[src/hdl/jst_pkg.sv]
// Shared types, constants and character helpers for the JSON stream tokenizer.
`default_nettype none
package jst_pkg;

  localparam int MAX_DEPTH = 32;
  localparam int STK_AW    = $clog2(MAX_DEPTH);
  localparam int LVL_W     = 6;
  localparam int OQ_DEPTH  = 4;
  localparam int OQ_AW     = $clog2(OQ_DEPTH);

  // event codes
  localparam logic [3:0] EV_OBJ_OPEN  = 4'd0;
  localparam logic [3:0] EV_ARR_OPEN  = 4'd1;
  localparam logic [3:0] EV_OBJ_CLOSE = 4'd2;
  localparam logic [3:0] EV_ARR_CLOSE = 4'd3;
  localparam logic [3:0] EV_NAME_CHAR = 4'd4;
  localparam logic [3:0] EV_NAME_END  = 4'd5;
  localparam logic [3:0] EV_STR_CHAR  = 4'd6;
  localparam logic [3:0] EV_STR_END   = 4'd7;
  localparam logic [3:0] EV_PRIM_CHAR = 4'd8;
  localparam logic [3:0] EV_PRIM_END  = 4'd9;
  localparam logic [3:0] EV_TEXT_END  = 4'd10;
  localparam logic [3:0] EV_ERROR     = 4'd11;

  // error codes
  localparam logic [3:0] ER_SYNTAX   = 4'd0;
  localparam logic [3:0] ER_BADCHAR  = 4'd1;
  localparam logic [3:0] ER_OBJ      = 4'd2;
  localparam logic [3:0] ER_ARR      = 4'd3;
  localparam logic [3:0] ER_OBJ_END  = 4'd4;
  localparam logic [3:0] ER_ARR_END  = 4'd5;
  localparam logic [3:0] ER_STRING   = 4'd6;
  localparam logic [3:0] ER_COMMA    = 4'd7;
  localparam logic [3:0] ER_EOF      = 4'd8;
  localparam logic [3:0] ER_NEWLINE  = 4'd9;
  localparam logic [3:0] ER_UNTERM   = 4'd10;
  localparam logic [3:0] ER_DEPTH    = 4'd11;

  // primitive kinds
  localparam logic [1:0] PK_TRUE  = 2'd0;
  localparam logic [1:0] PK_FALSE = 2'd1;
  localparam logic [1:0] PK_NULL  = 2'd2;
  localparam logic [1:0] PK_NUM   = 2'd3;

  // literal matcher states
  localparam logic [3:0] LM_NONE   = 4'd0;
  localparam logic [3:0] LM_NUM    = 4'd1;
  localparam logic [3:0] LM_T      = 4'd2;
  localparam logic [3:0] LM_TRUE   = 4'd5;
  localparam logic [3:0] LM_F      = 4'd6;
  localparam logic [3:0] LM_FALSE  = 4'd10;
  localparam logic [3:0] LM_N      = 4'd11;
  localparam logic [3:0] LM_NULL   = 4'd14;

  // characters
  localparam logic [7:0] CH_LBRACE = 8'h7B;
  localparam logic [7:0] CH_RBRACE = 8'h7D;
  localparam logic [7:0] CH_LBRACK = 8'h5B;
  localparam logic [7:0] CH_RBRACK = 8'h5D;
  localparam logic [7:0] CH_COLON  = 8'h3A;
  localparam logic [7:0] CH_COMMA  = 8'h2C;
  localparam logic [7:0] CH_POINT  = 8'h2E;
  localparam logic [7:0] CH_QUOTE  = 8'h22;
  localparam logic [7:0] CH_LF     = 8'h0A;
  localparam logic [7:0] CH_CR     = 8'h0D;
  localparam logic [7:0] CH_TAB    = 8'h09;
  localparam logic [7:0] CH_SPACE  = 8'h20;
  localparam logic [7:0] CH_PLUS   = 8'h2B;
  localparam logic [7:0] CH_MINUS  = 8'h2D;
  localparam logic [7:0] CH_NUL    = 8'h00;

  typedef enum logic [9:0] {
    M_START  = 10'b0000000001,
    M_ITEM   = 10'b0000000010,
    M_NEED   = 10'b0000000100,
    M_NAME   = 10'b0000001000,
    M_COLON  = 10'b0000010000,
    M_VALUE  = 10'b0000100000,
    M_STR    = 10'b0001000000,
    M_PRIM   = 10'b0010000000,
    M_SEP    = 10'b0100000000,
    M_CLOSED = 10'b1000000000
  } mode_t;

  typedef struct packed {
    mode_t            mode;
    logic [LVL_W-1:0] lvl;
    logic [3:0]       lit;
    logic             dec;
    logic             err;
    logic             top_obj;
  } pstate_t;

  typedef struct packed {
    logic [3:0]       ev;
    logic [7:0]       data;
    logic [LVL_W-1:0] depth;
    logic [1:0]       kind;
    logic [3:0]       errc;
    logic             last;
  } res_t;

  typedef struct packed {
    logic en;
    logic obj;
  } stk_wr_t;

  function automatic logic is_ws(input logic [7:0] c);
    return (c == CH_SPACE) || (c == CH_TAB) || (c == CH_CR) || (c == CH_LF);
  endfunction

  function automatic logic is_digit(input logic [7:0] c);
    return (c >= 8'h30) && (c <= 8'h39);
  endfunction

  function automatic logic prim_start(input logic [7:0] c);
    return ((c >= 8'h61) && (c <= 8'h7A)) || ((c >= 8'h41) && (c <= 8'h5A)) ||
           is_digit(c) || (c == CH_PLUS) || (c == CH_MINUS);
  endfunction

  // expected next letter of true/false/null, zero where none
  function automatic logic [7:0] lit_next(input logic [3:0] m);
    logic [7:0] r;
    unique case (m)
      4'd2:    r = 8'h72;
      4'd3:    r = 8'h75;
      4'd4:    r = 8'h65;
      4'd6:    r = 8'h61;
      4'd7:    r = 8'h6C;
      4'd8:    r = 8'h73;
      4'd9:    r = 8'h65;
      4'd11:   r = 8'h75;
      4'd12:   r = 8'h6C;
      4'd13:   r = 8'h6C;
      default: r = 8'h00;
    endcase
    return r;
  endfunction

endpackage
`default_nettype wire

[src/hdl/jst_ram.sv]
// Generic single-port-write, single-port-read RAM with registered read data.
`default_nettype none
module jst_ram #(
  parameter int WIDTH = 1,
  parameter int DEPTH = 32
) (
  input  wire logic                     clk,
  input  wire logic                     we,
  input  wire logic [$clog2(DEPTH)-1:0] waddr,
  input  wire logic [WIDTH-1:0]         wdata,
  input  wire logic [$clog2(DEPTH)-1:0] raddr,
  output logic      [WIDTH-1:0]         rdata
);

  logic [WIDTH-1:0] mem [DEPTH];

  always_ff @(posedge clk) begin
    if (we) begin
      mem[waddr] <= wdata;
    end
    rdata <= mem[raddr];
  end

endmodule
`default_nettype wire

[src/hdl/jst_step.sv]
// Per-byte parse step: next state, stack write and up to two token events.
`default_nettype none
module jst_step (
  input  wire  jst_pkg::pstate_t            st,
  input  wire  logic [7:0]                  c,
  input  wire  logic [5:0]                  depth_limit,
  input  wire  logic                        below_obj,
  output jst_pkg::pstate_t                  st_next,
  output jst_pkg::stk_wr_t                  stk_wr,
  output jst_pkg::res_t                     res0,
  output jst_pkg::res_t                     res1,
  output logic [1:0]                        nres
);
  import jst_pkg::*;

  function automatic res_t mk(input logic [3:0] ev, input logic [7:0] d,
                              input logic [LVL_W-1:0] dp, input logic [1:0] k,
                              input logic [3:0] e);
    res_t r;
    r.ev = ev; r.data = d; r.depth = dp; r.kind = k; r.errc = e; r.last = 1'b0;
    return r;
  endfunction

  always_comb begin
    pstate_t          nx;
    res_t             rr [2];
    logic [1:0]       n;
    logic [LVL_W-1:0] lim;
    logic             obj;
    logic             ws;
    logic             do_item, do_start, do_value;
    logic             do_open, do_close, do_begin;
    logic             do_fail;
    logic [3:0]       fcode;
    logic [3:0]       m;

    nx = st;
    rr[0] = mk(EV_TEXT_END, 8'd0, '0, 2'd0, 4'd0);
    rr[1] = rr[0];
    n = 2'd0;
    lim = (depth_limit < LVL_W'(MAX_DEPTH)) ? depth_limit : LVL_W'(MAX_DEPTH);
    obj = (st.lvl != '0) && st.top_obj;
    ws = is_ws(c);
    do_item = 1'b0; do_start = 1'b0; do_value = 1'b0;
    do_open = 1'b0; do_close = 1'b0; do_begin = 1'b0;
    do_fail = 1'b0; fcode = ER_SYNTAX;
    m = st.lit;
    stk_wr.en = 1'b0;
    stk_wr.obj = (c == CH_LBRACE);

    if (c == CH_NUL) begin
      // end of text: report dangling token, then clear parse state
      if (!st.err) begin
        unique case (st.mode)
          M_NAME, M_STR: begin
            rr[n[0]] = mk(EV_ERROR, 8'd0, st.lvl, 2'd0, ER_UNTERM); n = n + 2'd1;
          end
          M_COLON, M_VALUE, M_SEP, M_NEED, M_PRIM: begin
            rr[n[0]] = mk(EV_ERROR, 8'd0, st.lvl, 2'd0, ER_EOF); n = n + 2'd1;
          end
          default: ;
        endcase
      end
      rr[n[0]] = mk(EV_TEXT_END, 8'd0, st.lvl, 2'd0, 4'd0); n = n + 2'd1;
      nx.mode = M_START; nx.lvl = '0; nx.lit = LM_NONE; nx.dec = 1'b0;
      nx.err = 1'b0;
    end else if (!st.err) begin
      // mode dispatch
      unique case (st.mode)
        M_START: do_start = !ws;
        M_ITEM, M_NEED: do_item = !ws;
        M_NAME: begin
          if (c == CH_QUOTE) begin
            rr[n[0]] = mk(EV_NAME_END, 8'd0, st.lvl, 2'd0, 4'd0); n = n + 2'd1;
            nx.mode = M_COLON;
          end else if (c == CH_LF) begin
            do_fail = 1'b1; fcode = ER_NEWLINE;
          end else begin
            rr[n[0]] = mk(EV_NAME_CHAR, c, st.lvl, 2'd0, 4'd0); n = n + 2'd1;
          end
        end
        M_COLON: begin
          if (c == CH_COLON) nx.mode = M_VALUE;
          else if (!ws) do_fail = 1'b1;
        end
        M_VALUE: do_value = !ws;
        M_STR: begin
          if (c == CH_QUOTE) begin
            rr[n[0]] = mk(EV_STR_END, 8'd0, st.lvl, 2'd0, 4'd0); n = n + 2'd1;
            nx.mode = M_SEP;
          end else if (c == CH_LF) begin
            do_fail = 1'b1; fcode = ER_NEWLINE;
          end else begin
            rr[n[0]] = mk(EV_STR_CHAR, c, st.lvl, 2'd0, 4'd0); n = n + 2'd1;
          end
        end
        M_PRIM: begin
          if (!(ws || c == CH_COMMA || c == CH_RBRACK || c == CH_RBRACE)) begin
            // extend primitive
            if (m == LM_NUM) begin
              if (c == CH_POINT) begin
                if (st.dec) m = LM_NONE;
                else nx.dec = 1'b1;
              end else if (!is_digit(c)) begin
                m = LM_NONE;
              end
            end else if (m != LM_NONE && lit_next(m) != 8'd0 && lit_next(m) == c) begin
              m = m + 4'd1;
            end else begin
              m = LM_NONE;
            end
            nx.lit = m;
            rr[n[0]] = mk(EV_PRIM_CHAR, c, st.lvl, 2'd0, 4'd0); n = n + 2'd1;
          end else if (m == LM_NUM || m == LM_TRUE || m == LM_FALSE || m == LM_NULL) begin
            // primitive complete
            priority if (m == LM_NUM)
              rr[n[0]] = mk(EV_PRIM_END, 8'd0, st.lvl, PK_NUM, 4'd0);
            else if (m == LM_TRUE)
              rr[n[0]] = mk(EV_PRIM_END, 8'd0, st.lvl, PK_TRUE, 4'd0);
            else if (m == LM_FALSE)
              rr[n[0]] = mk(EV_PRIM_END, 8'd0, st.lvl, PK_FALSE, 4'd0);
            else
              rr[n[0]] = mk(EV_PRIM_END, 8'd0, st.lvl, PK_NULL, 4'd0);
            n = n + 2'd1;
            if (ws) nx.mode = M_SEP;
            else if (c == CH_COMMA) nx.mode = M_ITEM;
            else do_item = 1'b1;
          end else begin
            do_fail = 1'b1;
          end
        end
        M_SEP: begin
          if (!ws) begin
            if (c == CH_COMMA) nx.mode = M_ITEM;
            else if (obj || c == CH_RBRACK) do_item = 1'b1;
            else do_fail = 1'b1;
          end
        end
        M_CLOSED: begin
          if (!ws) begin
            if (st.lvl == '0) begin
              if (c == CH_COMMA) begin
                do_fail = 1'b1; fcode = ER_COMMA;
              end else begin
                do_start = 1'b1;
              end
            end else if (c == CH_COMMA) begin
              nx.mode = M_NEED;
            end else begin
              do_item = 1'b1;
            end
          end
        end
        default: do_fail = 1'b1;
      endcase

      // token starts
      if (do_start) begin
        if (st.lvl >= lim) begin
          do_fail = 1'b1; fcode = ER_DEPTH;
        end else if (c == CH_LBRACE || c == CH_LBRACK) begin
          do_open = 1'b1;
        end else if (c == CH_RBRACE || c == CH_RBRACK || c == CH_QUOTE || prim_start(c)) begin
          do_fail = 1'b1;
        end else begin
          do_fail = 1'b1; fcode = ER_BADCHAR;
        end
      end
      if (do_item) begin
        if (st.lvl >= lim) begin
          do_fail = 1'b1; fcode = ER_DEPTH;
        end else if (c == CH_LBRACE || c == CH_LBRACK) begin
          if (!obj) do_open = 1'b1;
          else begin
            do_fail = 1'b1; fcode = (c == CH_LBRACE) ? ER_OBJ : ER_ARR;
          end
        end else if (c == CH_RBRACE) begin
          if (obj) do_close = 1'b1;
          else begin
            do_fail = 1'b1; fcode = ER_OBJ_END;
          end
        end else if (c == CH_RBRACK) begin
          if (!obj) do_close = 1'b1;
          else begin
            do_fail = 1'b1; fcode = ER_ARR_END;
          end
        end else if (c == CH_QUOTE) begin
          nx.mode = obj ? M_NAME : M_STR;
        end else if (prim_start(c)) begin
          if (obj) begin
            do_fail = 1'b1; fcode = ER_STRING;
          end else begin
            do_begin = 1'b1;
          end
        end else begin
          do_fail = 1'b1; fcode = ER_BADCHAR;
        end
      end
      if (do_value) begin
        if (c == CH_LBRACE || c == CH_LBRACK) do_open = 1'b1;
        else if (c == CH_RBRACE) begin
          do_fail = 1'b1; fcode = ER_OBJ_END;
        end else if (c == CH_RBRACK) begin
          do_fail = 1'b1; fcode = ER_ARR_END;
        end else if (c == CH_QUOTE) nx.mode = M_STR;
        else if (prim_start(c)) do_begin = 1'b1;
        else do_fail = 1'b1;
      end

      // container push
      if (do_open) begin
        if (st.lvl >= LVL_W'(MAX_DEPTH)) begin
          do_fail = 1'b1; fcode = ER_DEPTH;
        end else begin
          stk_wr.en = 1'b1;
          nx.lvl = st.lvl + LVL_W'(1);
          nx.top_obj = (c == CH_LBRACE);
          nx.mode = M_ITEM;
          rr[n[0]] = mk((c == CH_LBRACE) ? EV_OBJ_OPEN : EV_ARR_OPEN, 8'd0, nx.lvl,
                        2'd0, 4'd0);
          n = n + 2'd1;
        end
      end
      // container pop: the entry below the top comes from the RAM
      if (do_close) begin
        if (st.lvl != '0) nx.lvl = st.lvl - LVL_W'(1);
        nx.top_obj = below_obj;
        nx.mode = M_CLOSED;
        rr[n[0]] = mk((c == CH_RBRACE) ? EV_OBJ_CLOSE : EV_ARR_CLOSE, 8'd0, nx.lvl,
                      2'd0, 4'd0);
        n = n + 2'd1;
      end
      // primitive start
      if (do_begin) begin
        if (c == 8'h74) nx.lit = LM_T;
        else if (c == 8'h66) nx.lit = LM_F;
        else if (c == 8'h6E) nx.lit = LM_N;
        else if (is_digit(c) || c == CH_PLUS || c == CH_MINUS) nx.lit = LM_NUM;
        else nx.lit = LM_NONE;
        nx.dec = 1'b0;
        nx.mode = M_PRIM;
        rr[n[0]] = mk(EV_PRIM_CHAR, c, st.lvl, 2'd0, 4'd0); n = n + 2'd1;
      end
      // error latch
      if (do_fail) begin
        nx.err = 1'b1;
        rr[n[0]] = mk(EV_ERROR, 8'd0, st.lvl, 2'd0, fcode); n = n + 2'd1;
      end
    end

    // flag the final event of this byte
    if (n == 2'd2) rr[1].last = 1'b1;
    else rr[0].last = 1'b1;

    st_next = nx;
    res0 = rr[0];
    res1 = rr[1];
    nres = n;
  end

endmodule
`default_nettype wire

[src/hdl/jst_outq.sv]
// Result queue: takes up to two events per cycle, hands out one per transaction.
`default_nettype none
module jst_outq (
  input  wire  logic                clk,
  input  wire  logic                rst,
  input  wire  logic [1:0]          push_n,
  input  wire  jst_pkg::res_t       push0,
  input  wire  jst_pkg::res_t       push1,
  output logic                      room2,
  output logic                      out_valid,
  input  wire  logic                out_ready,
  output jst_pkg::res_t             head
);
  import jst_pkg::*;

  res_t               q [OQ_DEPTH];
  logic [OQ_AW-1:0]   wptr;
  logic [OQ_AW-1:0]   rptr;
  logic [OQ_AW:0]     cnt;
  logic               pop;

  assign pop       = out_valid && out_ready;
  assign out_valid = (cnt != '0);
  assign head      = q[rptr];
  assign room2     = (cnt <= (OQ_AW+1)'(OQ_DEPTH - 2));

  // storage writes
  always_ff @(posedge clk) begin
    if (push_n != 2'd0) begin
      q[wptr] <= push0;
    end
    if (push_n == 2'd2) begin
      q[wptr + OQ_AW'(1)] <= push1;
    end
  end

  // pointers and fill count
  always_ff @(posedge clk) begin
    if (rst) begin
      wptr <= '0;
      rptr <= '0;
      cnt  <= '0;
    end else begin
      wptr <= wptr + OQ_AW'(push_n);
      if (pop) rptr <= rptr + OQ_AW'(1);
      cnt <= cnt + (OQ_AW+1)'(push_n) - (OQ_AW+1)'(pop);
    end
  end

endmodule
`default_nettype wire

[src/hdl/json_stream_tokenizer_core.sv]
// Top level of the JSON stream tokenizer: state registers, stack RAM, result queue.
//
// Usage:
//   Input channel (in_valid/in_ready/text_byte) takes one byte of JSON text per
//   transaction; a zero byte ends the text and clears the parse state.
//   Output channel (out_valid/out_ready + event fields) delivers the token
//   events, zero to two per byte; last_of_run marks the final one of a byte.
//   cfg_wen/cfg_wdata write depth_limit at any idle clock edge (reset value 32).
//   The events of a byte are registered into the result queue as the byte
//   is accepted. Throughput: one byte per cycle while each byte makes at most
//   one event and the receiver does not stall; the output side moves one
//   event per cycle, so bytes that make two events set the pace to one event
//   per cycle. The per-byte loop has no stall: the container stack RAM is
//   read every cycle at the entry under the top, so a close finds the new top.
//   A four-entry result queue lets input continue while the receiver stalls;
//   in_ready drops only when fewer than two entries are free.
//   Reset (rst, synchronous) clears the parse state and restores depth_limit;
//   the stack RAM is not cleared, entries are written before they are read.
`default_nettype none
module json_stream_tokenizer_core (
  input  wire  logic       clk,
  input  wire  logic       rst,
  input  wire  logic       cfg_wen,
  input  wire  logic [5:0] cfg_wdata,
  input  wire  logic       in_valid,
  output logic             in_ready,
  input  wire  logic [7:0] text_byte,
  output logic             out_valid,
  input  wire  logic       out_ready,
  output logic [3:0]       event_res,
  output logic [7:0]       data_byte,
  output logic [5:0]       nest_depth,
  output logic [1:0]       primitive_kind,
  output logic [3:0]       error_code,
  output logic             last_of_run
);
  import jst_pkg::*;

  pstate_t          st;
  pstate_t          st_step;
  pstate_t          st_next;
  logic [5:0]       depth_limit;
  stk_wr_t          stk_wr;
  res_t             res0, res1, head;
  logic [1:0]       nres;
  logic [1:0]       push_n;
  logic             accept;
  logic             below_obj;
  logic [LVL_W-1:0] below_idx;

  assign accept  = in_valid && in_ready;
  assign st_next = accept ? st_step : st;
  assign push_n  = accept ? nres : 2'd0;

  // configuration register
  always_ff @(posedge clk) begin
    if (rst) begin
      depth_limit <= 6'd32;
    end else if (cfg_wen) begin
      depth_limit <= cfg_wdata;
    end
  end

  // parse state
  always_ff @(posedge clk) begin
    if (rst) begin
      st.mode    <= M_START;
      st.lvl     <= '0;
      st.lit     <= LM_NONE;
      st.dec     <= 1'b0;
      st.err     <= 1'b0;
      st.top_obj <= 1'b0;
    end else begin
      st <= st_next;
    end
  end

  jst_step u_step (
    .st          (st),
    .c           (text_byte),
    .depth_limit (depth_limit),
    .below_obj   (below_obj),
    .st_next     (st_step),
    .stk_wr      (stk_wr),
    .res0        (res0),
    .res1        (res1),
    .nres        (nres)
  );

  // stack RAM: read the entry below next cycle's top every cycle
  assign below_idx = st_next.lvl - LVL_W'(2);

  jst_ram #(
    .WIDTH (1),
    .DEPTH (MAX_DEPTH)
  ) u_stack (
    .clk   (clk),
    .we    (accept && stk_wr.en),
    .waddr (st.lvl[STK_AW-1:0]),
    .wdata (stk_wr.obj),
    .raddr (below_idx[STK_AW-1:0]),
    .rdata (below_obj)
  );

  jst_outq u_outq (
    .clk       (clk),
    .rst       (rst),
    .push_n    (push_n),
    .push0     (res0),
    .push1     (res1),
    .room2     (in_ready),
    .out_valid (out_valid),
    .out_ready (out_ready),
    .head      (head)
  );

  assign event_res      = head.ev;
  assign data_byte      = head.data;
  assign nest_depth     = head.depth;
  assign primitive_kind = head.kind;
  assign error_code     = head.errc;
  assign last_of_run    = head.last;

endmodule
`default_nettype wire

[config.mk]
export PLATFORM = sky130hd
export DESIGN_NAME = json_stream_tokenizer_core
export DESIGN_NICKNAME = d
export VERILOG_FILES = /design/src/hdl/jst_pkg.sv /design/src/hdl/jst_ram.sv /design/src/hdl/jst_step.sv /design/src/hdl/jst_outq.sv /design/src/hdl/json_stream_tokenizer_core.sv
export SDC_FILE = /design/constraint.sdc
export NUM_CORES = 1
export LEC_CHECK = 0
export ABC_AREA = 1
export BUFFER_PORTS_ARGS = -buffer_cell sky130_fd_sc_hd__buf_2
export CORE_MARGIN = 10
export CORE_UTILIZATION = 25
export CTS_BUF_LIST = sky130_fd_sc_hd__clkbuf_4
export CTS_CLUSTER_SIZE = 28
export DETAILED_ROUTE_END_ITERATION = 7
export PLACE_DENSITY = 0.39
export SYNTH_ARGS = -nofsm -noshare
export SYNTH_HDL_FRONTEND = slang
export SYNTH_SLANG_ARGS = --single-unit
[constraint.sdc]
create_clock -name clk -period 8.21 [get_ports clk]
set_input_delay 1.2315 -clock clk [delete_from_list [all_inputs] [get_ports clk]]
set_output_delay 1.2315 -clock clk [all_outputs]
set_load 0.005 [all_outputs]
==> flow_summary_export.csv, run 1 <==
group,metric,value,unit
status,outcome,"complete, no violations",
drt,routedWlPerCell,17.57,um
placed_design,place_congestion,0.8978,
hold_path,hp-class,"reg2reg",
drt,avgViaCountPerCell,4.803,
synthesis,synthTopCellsByCount,"nand2_1 (340), nor2_1 (219), inv_1 (152)",
clock_tree,cts_max_level,4,
clock_tree,cts_buffers,17,
synthesis,ys_seq_area_share,42.08,%
cells_and_area,seq_area,4865,um2
worst_setup_path,startpoint_type,"register",
timing,tightest_slew,1.249,ns
timing,fin_worst_skew,0.03614,ns
global_routing,track_usage,13.76,%
clock_tree,cts.reportedPaths.clkPinSlew,0.17,ns
timing,final_max_slew_viol_count,0,
global_routing,gr-total-overflow,0,
global_routing,grt_pass1_wl,60.58,mm
floorplanning,pin_count,46,
floorplanning,die_area,55240,um2
timing,clock.fmax,0.1792,GHz
synthesis,synth_cell_types,56,
synthesis,yosys_most_used_dff,"edfxtp_1",
synthesis,yosys.area_share.simple,34.02,%
cells_and_area,multiInputGateArea,5742,um2
worst_setup_path,cp_common_cell,"nand2_2",
timing,finalHoldViolCount,0,
floorplanning,initial_core_util,25.36,%
synthesis,syn_inst,1540,
synthesis,synth_xor_area_share,0.6061,%
cells_and_area,syn_to_final_growth,9.492,%
cells_and_area,fin_nets,1606,
clock_tree,cts_buffer_depth,2,
pwr,leakage,0.005253,uW
timing,worst_slew_margin_rel,16.21,%
synthesis,synth_compound_area_share,12.10,%
synthesis,synth_fp_nets,1585,
worst_setup_path,critPathSlowestCell,"nand2_1",
synthesis,synth_edf_count,132,
drt,firstDrtPassIters,5,
timing,setup_violations,0,
synthesis,yosysMostFrequentCell,"nand2_1",
pwr,power,2242,uW
clock_tree,clk_latency,0.66,ns
worst_setup_path,path_max_fanout,18,
synthesis,ys_ff_latch,177,
floorplanning,chipHeight,235.0,um
placed_design,dp_hpwl,28.19,mm
synthesis,synthMuxAreaShare,0,%
placed_design,port-buffer-count,45,
synthesis,syn_area,11560,um2
job,maxCapViolCount,0,
synthesis,yosysTopAreaCell,"edfxtp_1",
drt,drc,0,
synthesis,synth_top_area_share,34.29,%
timing,period_share,67.96,%
worst_setup_path,path_cells,"clkinv_1, ha_1, nand3_2, nand2_2, nand2_1, inv_2, nor2_1, nor2_1, nand2_2, nand2_2, nand2_1, nand2_2, nor2_1, nand3_1, nand2_1, nand2_2, nand2_2, inv_2, nand2_2, nand3_4, nand2_8, nand4_4, nand2_1, buf_4",
worst_setup_path,cpPeakStageDelay,0.84,ns
worst_setup_path,worstSetupPathType,"reg2reg",
drt,routed_wl,38.22,mm
clock_tree,clockRootBuffer,"clkbuf_4",
timing,rsz0062_at_grt,"no",
clock_tree,cts_resized,0,
global_routing,grt_max_degree,52,
drt,ant_nets,0,
cells_and_area,fillCellCount,4953,
pwr,ir_drop,0.0001054,V
worst_setup_path,crit_family,"simple AND/OR/NAND/NOR gates",
worst_setup_path,cp.arrival,5.97,ns
clock_tree,cts_sinks,177,
drt,vias,10450,
cells_and_area,layout-drive-gt1-share,11.12,%
clock_tree,cts_tree,"done",
worst_setup_path,cp.required,8.60,ns
clock_tree,cts_setup_buffers,0,
placed_design,dp_cells,2142,
clock_tree,hold_buffers,0,
synthesis,synth_fa_ha_area_share,2.879,%
synthesis,yosysWarnings,0,
global_routing,grt_pass1_vias,10280,
drt,drtIter0Drc,755,
pwr,power_density,177.2,nW/um2
cells_and_area,fin_cells,2176,
synthesis,synth_area_per_cell,7.506,um2
cells_and_area,final_core_util,27.77,%
synthesis,synth.area.top_cells,"edfxtp_1 (34%), nand2_1 (11%), dfxtp_1 (7.8%), nor2_1 (7.1%), nand3_1 (6.5%)",
floorplanning,fp.dieW,235.0,um
worst_setup_path,cp.buffers_inverters,4,
timing,fin_crit,5.580,ns
timing,fin_tns_setup,0,ns
synthesis,synth_top_family_by_area,"simple AND/OR/NAND/NOR gates",
floorplanning,num_rows,78,
floorplanning,design.core.area,45580,um2
synthesis,async_reset_ff_share,0,%
global_routing,grt_antenna_before_repair,1,
worst_setup_path,cp-end-kind,"register",
==> registers in the layout (all words and copies together), names as in the netlist, named ones only <==
signal and count:
u_outq.q 100, u_stack.mem 32, st 23, depth_limit 6, u_outq.cnt 3, u_outq.rptr 2
u_outq.wptr 2, u_stack.rdata 1
==> cell families after synthesis <==
kind of cell / after synthesis
adder cells (fa/ha/maj): 26
XOR/XNOR: 8
buffers and inverters: 235
flip-flops: 177
AO/OA/AOI/OAI: 242
AND/OR/NAND/NOR: 852
==> tightest hold or removal path, delay by kind of cell, from the launching register on <==
family	cells	cell delay (ns)
DFF	1	0.32
buffers and inverters	1	0.06
AOI/OAI and AO/OA	1	0.06
==> stage by stage <==
stage	hold slack, ns	area (um2)	setup slack (ns)
after global placement	0.4622	12370	2.256
after floorplan	0.4304	11560	3.199
after detailed placement	0.4600	12370	2.106
after global routing	0.5056	12660	2.203
final	0.4768	12660	2.630
after CTS	0.4841	12650	2.638
==> worst paths after layout <==
check / startpoint / endpoint / slack, ns / depth (start not counted)
max reg2reg: st[8] / u_outq.q[0][24] / 2.63 / 24
min: depth_limit[0] / depth_limit[0] / 0.48 / 2
min reg2reg: depth_limit[0] / depth_limit[0] / 0.48 / 2
max: st[8] / u_outq.q[0][24] / 2.63 / 24
==> routing by layer <==
layer / vias to the layer above / track usage (%) / part of all wire, %
met2: 233 / 21.65 / 45
met3: 31 / 2.285 / 4.3
met4: 0 / 4.094 / 1.7
li1: 5253 / - / -
met5: - / 0 / 0
met1: 4935 / 18.90 / 49
==> cell type report <==
cell class / count / share of cell area, %
well taps: 600 / 5.931
inverters: 175 / 5.210
clock buffers: 20 / 1.186
multi-input cells: 1128 / 45.36
flip-flops and latches: 177 / 38.43
clock inverters: 12 / 1.048
repair buffers: 62 / 2.788
diodes: 2 / 0.03954
==> power by group <==
| group | internal (uW) | switching, uW |
|---|---|---|
| Sequential | 1040 | 33.0 |
| Clock | 193 | 319 |
| Combinational | 196 | 458 |
| Total | 1430 | 809 |
==> layout by cell type (no fill, tap or decap), types with 10 or more instances in the layout <==
cell type	instances
inv_2	20
nand3_1	150
nor3_1	45
buf_2	45
nor2_2	10
dfxtp_1	45
o211ai_1	15
nor2_1	218
nand4_1	20
a21oi_1	40
clkbuf_4	20
buf_4	17
nand3b_1	10
o21ai_0	112
nand2_1	340
o22ai_1	31
edfxtp_1	132
ha_1	25
nand2_2	18
inv_1	152
Note: power is estimated with default switching activity, not from simulation.
==> inputs of run 2 (changes only) <==
--- a/config.mk
+++ b/config.mk
@@ -5,14 +5,14 @@
 export SDC_FILE = /design/constraint.sdc
 export NUM_CORES = 1
 export LEC_CHECK = 0
-export ABC_AREA = 1
+export ABC_AREA = 0
 export BUFFER_PORTS_ARGS = -buffer_cell sky130_fd_sc_hd__buf_2
 export CORE_MARGIN = 10
 export CORE_UTILIZATION = 25
 export CTS_BUF_LIST = sky130_fd_sc_hd__clkbuf_4
 export CTS_CLUSTER_SIZE = 28
 export DETAILED_ROUTE_END_ITERATION = 7
-export PLACE_DENSITY = 0.39
+export PLACE_DENSITY = 0.4
 export SYNTH_ARGS = -nofsm -noshare
 export SYNTH_HDL_FRONTEND = slang
 export SYNTH_SLANG_ARGS = --single-unit
==> constraint.sdc (replaced) <==
create_clock -name clk -period 4.88 [get_ports clk]
set_input_delay 0.732 -clock clk [delete_from_list [all_inputs] [get_ports clk]]
set_output_delay 0.732 -clock clk [all_outputs]
set_load 0.005 [all_outputs]
==> run 2 against run 1 <==
Net effect:
- worst setup slack lost 2.3 ns
- sequential power is 74% higher
- total power increased by 68%
- critical path depth down 9
- core utilization is 2.4 points higher
- global-route usage increased by 0.29 points
- cell count down 15%
- routed wire length fell by 2.1%
- synthesized cell count shrank 28%
- die area fell by 2.7%
- fmax grew 22%
- combinational power grew 38%
==> flow_summary_export.csv, run 2 <==
group,metric,value,unit
worst_setup_path,rr_startpoint,"st[19]",
floorplanning,pin_count,46,
drt,avgViaCountPerCell,4.956,
placed_design,dp_cells,1820,
timing,setup_violations,0,
placed_design,place_ws,0.07441,ns
synthesis,synth_top_family_by_area,"simple AND/OR/NAND/NOR gates",
synthesis,synth.area.top_cells,"edfxtp_1 (35%), dfxtp_1 (8.0%), mux4_2 (5.6%), nor2_1 (4.4%), mux2i_1 (3.9%)",
clock_tree,cts_setup_buffers,0,
synthesis,synth_fa_ha_area_share,2.968,%
worst_setup_path,worstSetupPathType,"reg2reg",
pwr,p_seq_share,49.8,%
cells_and_area,syn_to_final_growth,19.16,%
timing,rsz0062_at_grt,"no",
cells_and_area,fin_cells,1853,
worst_setup_path,path_max_fanout,7,
synthesis,yosys_most_used_dff,"edfxtp_1",
synthesis,syn_inst,1116,
timing,fin_worst_skew,0.03539,ns
cells_and_area,postLayoutCellArea,13360,um2
global_routing,grt_pass1_wl,58.10,mm
drt,drtIter0Drc,680,
timing,worst_slew_margin_rel,34.12,%
worst_setup_path,cp-end-kind,"register",
hold_path,min_from,"cfg_wdata[1]",
timing,finalHoldViolCount,0,
worst_setup_path,rr_endpoint,"u_stack.rdata",
clock_tree,cts_buffers,17,
placed_design,place_congestion,0.9165,
floorplanning,chipHeight,231.8,um
pwr,p_clk_share,26.4,%
cells_and_area,fin_nets,1292,
clock_tree,clk_latency,0.67,ns
pwr,p_sw_share,32.34,%
timing,fin_ws,0.2933,ns
placed_design,placed_area,13020,um2
clock_tree,cts.reportedPaths.clkPinSlew,0.17,ns
global_routing,track_usage,14.05,%
worst_setup_path,critPathSlowestCell,"or4_1",
synthesis,syn_area,11210,um2
timing,hold_ws,0.2927,ns
clock_tree,cts_max_level,4,
hold_path,hold_depth,3,
worst_setup_path,path_cells,"or4_1, buf_4, nor4_2, a22o_1, o2111ai_1, buf_4, a211oi_4, a221o_1, nand3_1, o21a_1, ha_1, xor2_2, mux4_2, nand2b_1, a32o_1",
hold_path,min_to,"depth_limit[1]",
synthesis,ys_ff_latch,177,
hold_path,hp-class,"in2reg",
worst_setup_path,crit_family,"compound AO/OA/AOI/OAI gates",
worst_setup_path,startpoint_type,"register",
cells_and_area,layout-drive-gt1-share,24.29,%
synthesis,synthMuxAreaShare,10.49,%
status,outcome,"complete, no violations",
clock_tree,cts_buffer_depth,2,
drt,ant_nets,0,
cells_and_area,largest_reg_flops,100,
worst_setup_path,ff2ff_setup_slack,0.29,ns
cells_and_area,mostFrequentLayoutCell,"edfxtp_1",
cells_and_area,final_cell_mix,"edfxtp_1 (132), nor2_1 (131), buf_4 (128)",
synthesis,ys_seq_area_share,43.38,%
synthesis,synth_edf_count,132,
clock_tree,clockRootBuffer,"clkbuf_4",
floorplanning,die_area,53730,um2
clock_tree,cts_sinks,177,
synthesis,async_reset_ff_share,0,%
floorplanning,design.core.area,44320,um2
pwr,p_switching,1221,uW
pwr,power_density,282.5,nW/um2
drt,drc,0,
synthesis,yosysTopAreaCell,"edfxtp_1",
synthesis,yosys.area_share.simple,20.96,%
placed_design,port-buffer-count,45,
placed_design,dp_hpwl,28.08,mm
global_routing,gr-total-overflow,0,
synthesis,synth_compound_area_share,16.68,%
worst_setup_path,cp_common_cell,"buf_4",
synthesis,synth_top_area_share,35.35,%
timing,fin_tns_setup,0,ns
floorplanning,num_rows,77,
worst_setup_path,rr_worst_depth,15,
timing,tightest_slew,0.9883,ns
timing,final_max_slew_viol_count,0,
cells_and_area,largest-register,"u_outq.q",
timing,fin_crit,4.587,ns
global_routing,grt_pass1_vias,9313,
worst_setup_path,cpPeakStageDelay,0.59,ns
cells_and_area,top_regs,"u_outq.q x100, u_stack.mem x32, st x23",
synthesis,synthTopCellsByCount,"edfxtp_1 (132), nor2_1 (131), nand2_1 (89)",
drt,routedWlPerCell,20.20,um
pwr,intPower,2554,uW
synthesis,yosysWarnings,0,
worst_setup_path,cp.buffers_inverters,2,
pwr,leakage,0.004673,uW
global_routing,grt_max_degree,35,
synthesis,synth_area_per_cell,10.05,um2
drt,routed_wl,37.44,mm
global_routing,grt_antenna_before_repair,1,
clock_tree,hold_buffers,0,
drt,vias,9183,
floorplanning,initial_core_util,25.30,%
drt,firstDrtPassIters,5,
clock_tree,cts_tree,"done",
worst_setup_path,cp.required,5.47,ns
floorplanning,fp.dieW,231.8,um
synthesis,synth_cell_types,100,
timing,clock.fmax,0.2180,GHz
pwr,ir_drop,0.0001532,V
pwr,pwr-share-comb,23.8,%
synthesis,synth_xor_area_share,1.941,%
job,maxCapViolCount,0,
synthesis,synth_fp_nets,1161,
worst_setup_path,cp.arrival,5.18,ns
synthesis,yosysMostFrequentCell,"edfxtp_1",
timing,period_share,93.99,%
-- run 2: cell types whose count changed in the layout (fill, tap and decap cells not counted), sizes merged, moves of 28 or more --
cell,previous run,this run
buf,62,179
o21ai,119,60
mux4,0,28
nand3,154,24
a21oi,40,83
nand2,366,90
and2,0,48
mux2i,0,45
inv,177,34
nor2,237,132
-- run 2: cells by family after synthesis --
| kind of cell | Yosys count |
|---|---|
| flops | 177 |
| simple gates | 447 |
| xor+xnor | 24 |
| mux | 80 |
| compound gates | 268 |
| buf+inv | 94 |
| fa+ha+maj | 26 |
-- run 2: stage by stage --
stage	total power, uW	util [%]
floorplan	2428	-
global placement	2847	29.37
detailed placement	2851	29.37
CTS	3863	30.14
global route	3984	30.15
finish	3775	30.15
-- run 2: power groups by stage --
stage                     combinational (uW)  sequential, uW  clock, uW
after floorplan                          614            1810          0
after global placement                   923            1920          0
after detailed placement                 924            1930          0
after CTS                                927            1890       1040
after global routing                     992            1910       1080
final                                    899            1880        996
-- run 2: repair_timing --
action | 4_1_cts | 5_1_grt
resized for setup | 0 | 1
setup endpoints to repair | 0 | 24
endpoints found under the hold margin | 0 | 0
-- run 2: cell type report --
class	instances	area (um2)
Tap cell	592	740.7
Clock inverter	15	210.2
Timing Repair Buffer	179	1306
Inverter	27	101.3
Multi-Input combinational cell	845	6007
Sequential cell	177	4867
Antenna cell	1	2.502
Clock buffer	17	127.6
Fill cell	4660	30950
-- run 2: how the worst max path moves through the flow --
stage / depth (start not counted) / to / startpoint / slack (ns)
global route: 19 / u_outq.cnt[2] / st[7] / 0.02
CTS: 19 / u_outq.cnt[2] / st[7] / 0.31
global placement: 16 / u_outq.cnt[2] / text_byte[0] / 0.13
detailed placement: 14 / u_outq.q[3][17] / text_byte[0] / 0.07
finish: 15 / u_stack.rdata / st[19] / 0.29
floorplan: 18 / u_outq.q[1][0] / text_byte[1] / 0.0005
-- run 2: worst min-delay path, cell delays in order --
cell,delay [ns]
buf_2,0.08
mux2i_1,0.05
nor2_1,0.07
-- run 2: routing by layer --
| metal | GRT usage, % | routed length, um | vias up |
|---|---|---|---|
| li1 | - | - | 4474 |
| met1 | 19.37 | 18340 | 4499 |
| met2 | 22.67 | 17410 | 189 |
| met3 | 2.187 | 1313 | 21 |
| met4 | 3.124 | 369 | 0 |
| met5 | 0 | 0 | - |
==> inputs of run 3 (changes only) <==
--- a/config.mk
+++ b/config.mk
@@ -15,4 +15,5 @@
 export PLACE_DENSITY = 0.4
 export SYNTH_ARGS = -nofsm -noshare
 export SYNTH_HDL_FRONTEND = slang
+export SYNTH_HIERARCHICAL = 1
 export SYNTH_SLANG_ARGS = --single-unit
==> run 3 against run 2 <==
Net effect:
- clock skew up 0.0033 ns
- synthesized cell count up 4.1%
- die area up 5.8%
- routed wire length up 1.6%
- cell count up 4.2%
- global-route usage down 0.60 points
- critical path type unchanged
==> flow_summary_export.csv, run 3 <==
group,metric,value,unit
global_routing,gr-total-overflow,0,
timing,final_max_slew_viol_count,0,
synthesis,synth_edf_count,132,
worst_setup_path,cp.required,5.49,ns
clock_tree,cts.reportedPaths.clkPinSlew,0.16,ns
synthesis,synth_area_per_cell,10.26,um2
pwr,leakage,0.005202,uW
synthesis,syn_inst,1162,
placed_design,dp_hpwl,28.35,mm
cells_and_area,final_cell_mix,"buf_4 (154), edfxtp_1 (132), nor2_1 (110)",
timing,fin_crit,4.599,ns
synthesis,yosys.area_share.simple,19.10,%
synthesis,synthMuxAreaShare,17.32,%
timing,rsz0062_at_grt,"no",
floorplanning,pin_count,46,
synthesis,yosys_most_used_dff,"edfxtp_1",
clock_tree,cts_buffers,17,
timing,tightest_slew,0.9809,ns
hold_path,min_to,"depth_limit[5]",
synthesis,synthTopCellsByCount,"edfxtp_1 (132), nor2_1 (112), nand2_1 (104)",
floorplanning,chipHeight,238.4,um
synthesis,yosysMostFrequentCell,"edfxtp_1",
synthesis,synth_cell_types,109,
synthesis,yosysWarnings,6,
worst_setup_path,path_max_fanout,5,
worst_setup_path,rr_startpoint,"st[7]",
global_routing,grt_max_degree,39,
cells_and_area,largest-register,"u_outq/q",
pwr,ir_drop,0.0001280,V
cells_and_area,layout-drive-gt1-share,32.75,%
worst_setup_path,rr_endpoint,"u_stack/rdata",
worst_setup_path,startpoint,"st[7]",
cells_and_area,fin_nets,1348,
hold_path,min_from,"cfg_wdata[5]",
synthesis,synth.area.top_cells,"edfxtp_1 (33%), dfxtp_1 (6.5%), mux2_2 (6.4%), mux4_2 (4.7%), nor2_1 (3.5%)",
drt,vias,9638,
timing,setup_violations,0,
timing,fin_worst_skew,0.03870,ns
drt,ant_nets,0,
drt,routed_wl,38.04,mm
clock_tree,cts_max_level,4,
synthesis,syn_area,11920,um2
drt,firstDrtPassIters,5,
synthesis,synth_fa_ha_area_share,2.162,%
floorplanning,initial_core_util,25.44,%
placed_design,port-buffer-count,45,
global_routing,grt_pass1_vias,9529,
drt,wl_met2,18.01,mm
synthesis,ys_seq_area_share,39.80,%
cells_and_area,top_regs,"u_outq/q x100, u_stack/mem x32, st x23",
job,maxCapViolCount,0,
drt,wl_met3,1.439,mm
timing,clock.fmax,0.2174,GHz
hold_path,hold_depth,2,
synthesis,synth_xor_area_share,1.774,%
clock_tree,cts_buffer_depth,2,
synthesis,ys_ff_latch,171,
timing,finalHoldViolCount,0,
placed_design,dp_cells,1894,
floorplanning,num_rows,79,
worst_setup_path,ff2ff_setup_slack,0.28,ns
pwr,power,3615,uW
clock_tree,clk_latency,0.68,ns
status,outcome,"complete, no violations",
floorplanning,design.core.area,46850,um2
worst_setup_path,worstSetupPathType,"reg2reg",
synthesis,synth_top_area_share,33.25,%
global_routing,track_usage,13.45,%
cells_and_area,final_core_util,30.79,%
pwr,power_density,250.6,nW/um2
drt,avgViaCountPerCell,4.994,
global_routing,grt_antenna_before_repair,3,
clock_tree,cts_sinks,171,
floorplanning,die_area,56820,um2
cells_and_area,largest_reg_flops,100,
hold_path,hp-class,"in2reg",
worst_setup_path,cp.arrival,5.21,ns
placed_design,place_congestion,0.9187,
synthesis,async_reset_ff_share,0,%
drt,top_layer_used,"met5",
synthesis,synth_compound_area_share,14.63,%
floorplanning,fp.dieW,238.4,um
clock_tree,clockRootBuffer,"clkbuf_4",
cells_and_area,fin_cells,1930,
worst_setup_path,cp-end-kind,"register",
drt,drtIter0Drc,594,
worst_setup_path,rr_worst_depth,21,
drt,routedWlPerCell,19.71,um
worst_setup_path,startpoint_type,"register",
drt,drc,0,
cells_and_area,mostFrequentLayoutCell,"buf_4",
cells_and_area,syn_to_final_growth,21.02,%
drt,wl_met1,18.02,mm
placed_design,place_ws,-0.1287,ns
timing,worst_slew_margin_rel,34.61,%
clock_tree,cts_tree,"done",
synthesis,synth_top_family_by_area,"simple AND/OR/NAND/NOR gates",
synthesis,yosysTopAreaCell,"edfxtp_1",
global_routing,grt_pass1_wl,59.15,mm
timing,period_share,94.24,%
timing,fin_ws,0.2810,ns
==> run 3: what timing repair did <==
item | in CTS | in global routing
setup buffers | 0 | 3
endpoints found under the setup margin | 0 | 134
hold buffers | 0 | 0
resized for setup | 0 | 8
==> run 3: worst max-delay path by stage <==
stage | slack (ns) | to
after global routing | 0.02 | u_stack/rdata
after floorplan | -0.09 | u_outq/q[0][0]
after global placement | -0.13 | u_outq/cnt[2]
final | 0.28 | u_stack/rdata
after detailed placement | -0.13 | u_outq/q[3][16]
after CTS | 0.14 | u_stack/rdata
==> run 3: layer usage <==
metal | vias to the layer above | GRT usage, %
met4 | 4 | 3.476
li1 | 4654 | -
met1 | 4768 | 17.99
met3 | 35 | 2.559
met5 | - | 0
met2 | 177 | 21.84
==> run 3: logic make-up after synthesis <==
group	count (synthesis)
AND/OR/NAND/NOR	427
AO/OA/AOI/OAI	246
buffers and inverters	115
multiplexers	161
other	1
flip-flops	171
XOR/XNOR	21
adder cells (fa/ha/maj)	20
==> run 3: stage by stage <==
stage	hold slack (ns)	TNS, ns	instance area, um2
finish	0.2614	0	14430
detailed placement	0.4759	-13.55	14090
global route	0.2048	0	14430
global placement	0.4735	-7.801	14090
floorplan	0.4330	-4.180	12280
CTS	0.1750	0	14380
==> run 3: worst max-delay path: stages (launching register included) <==
cell and delay (ns):
dfxtp_1 0.34, inv_1 0.08, ha_1 0.17, or3b_4 0.41, or3_4 0.42, o41a_1 0.37
a211oi_2 0.23, o21ai_1 0.13, buf_4 0.17, o31ai_4 0.05, nand2_2 0.13, mux2_2 0.29
o21ai_0 0.17, a21oi_1 0.13, mux2i_2 0.25, ha_1 0.28, inv_1 0.10, and2b_1 0.24
a22oi_1 0.19, nand4b_1 0.12, a21oi_1 0.13, a311o_1 0.14
==> run 3: layout make-up <==
class                      instances  area [um2]
clock inverter                    14       153.9
tap                              607       759.5
clock buffer                      18       135.1
sequential                       171        4747
timing repair buffer             211        1622
fill                            4910       32420
antenna                            1       2.502
multi-input combinational        886        6923
inverter                          22       85.08
==> run 3: power breakdown <==
| group | total, uW | internal [uW] | switching, uW |
|---|---|---|---|
| sequential | 1790 | 1680 | 113 |
| clock | 877 | 279 | 597 |
| combinational | 949 | 468 | 481 |
| total | 3620 | 2420 | 1190 |
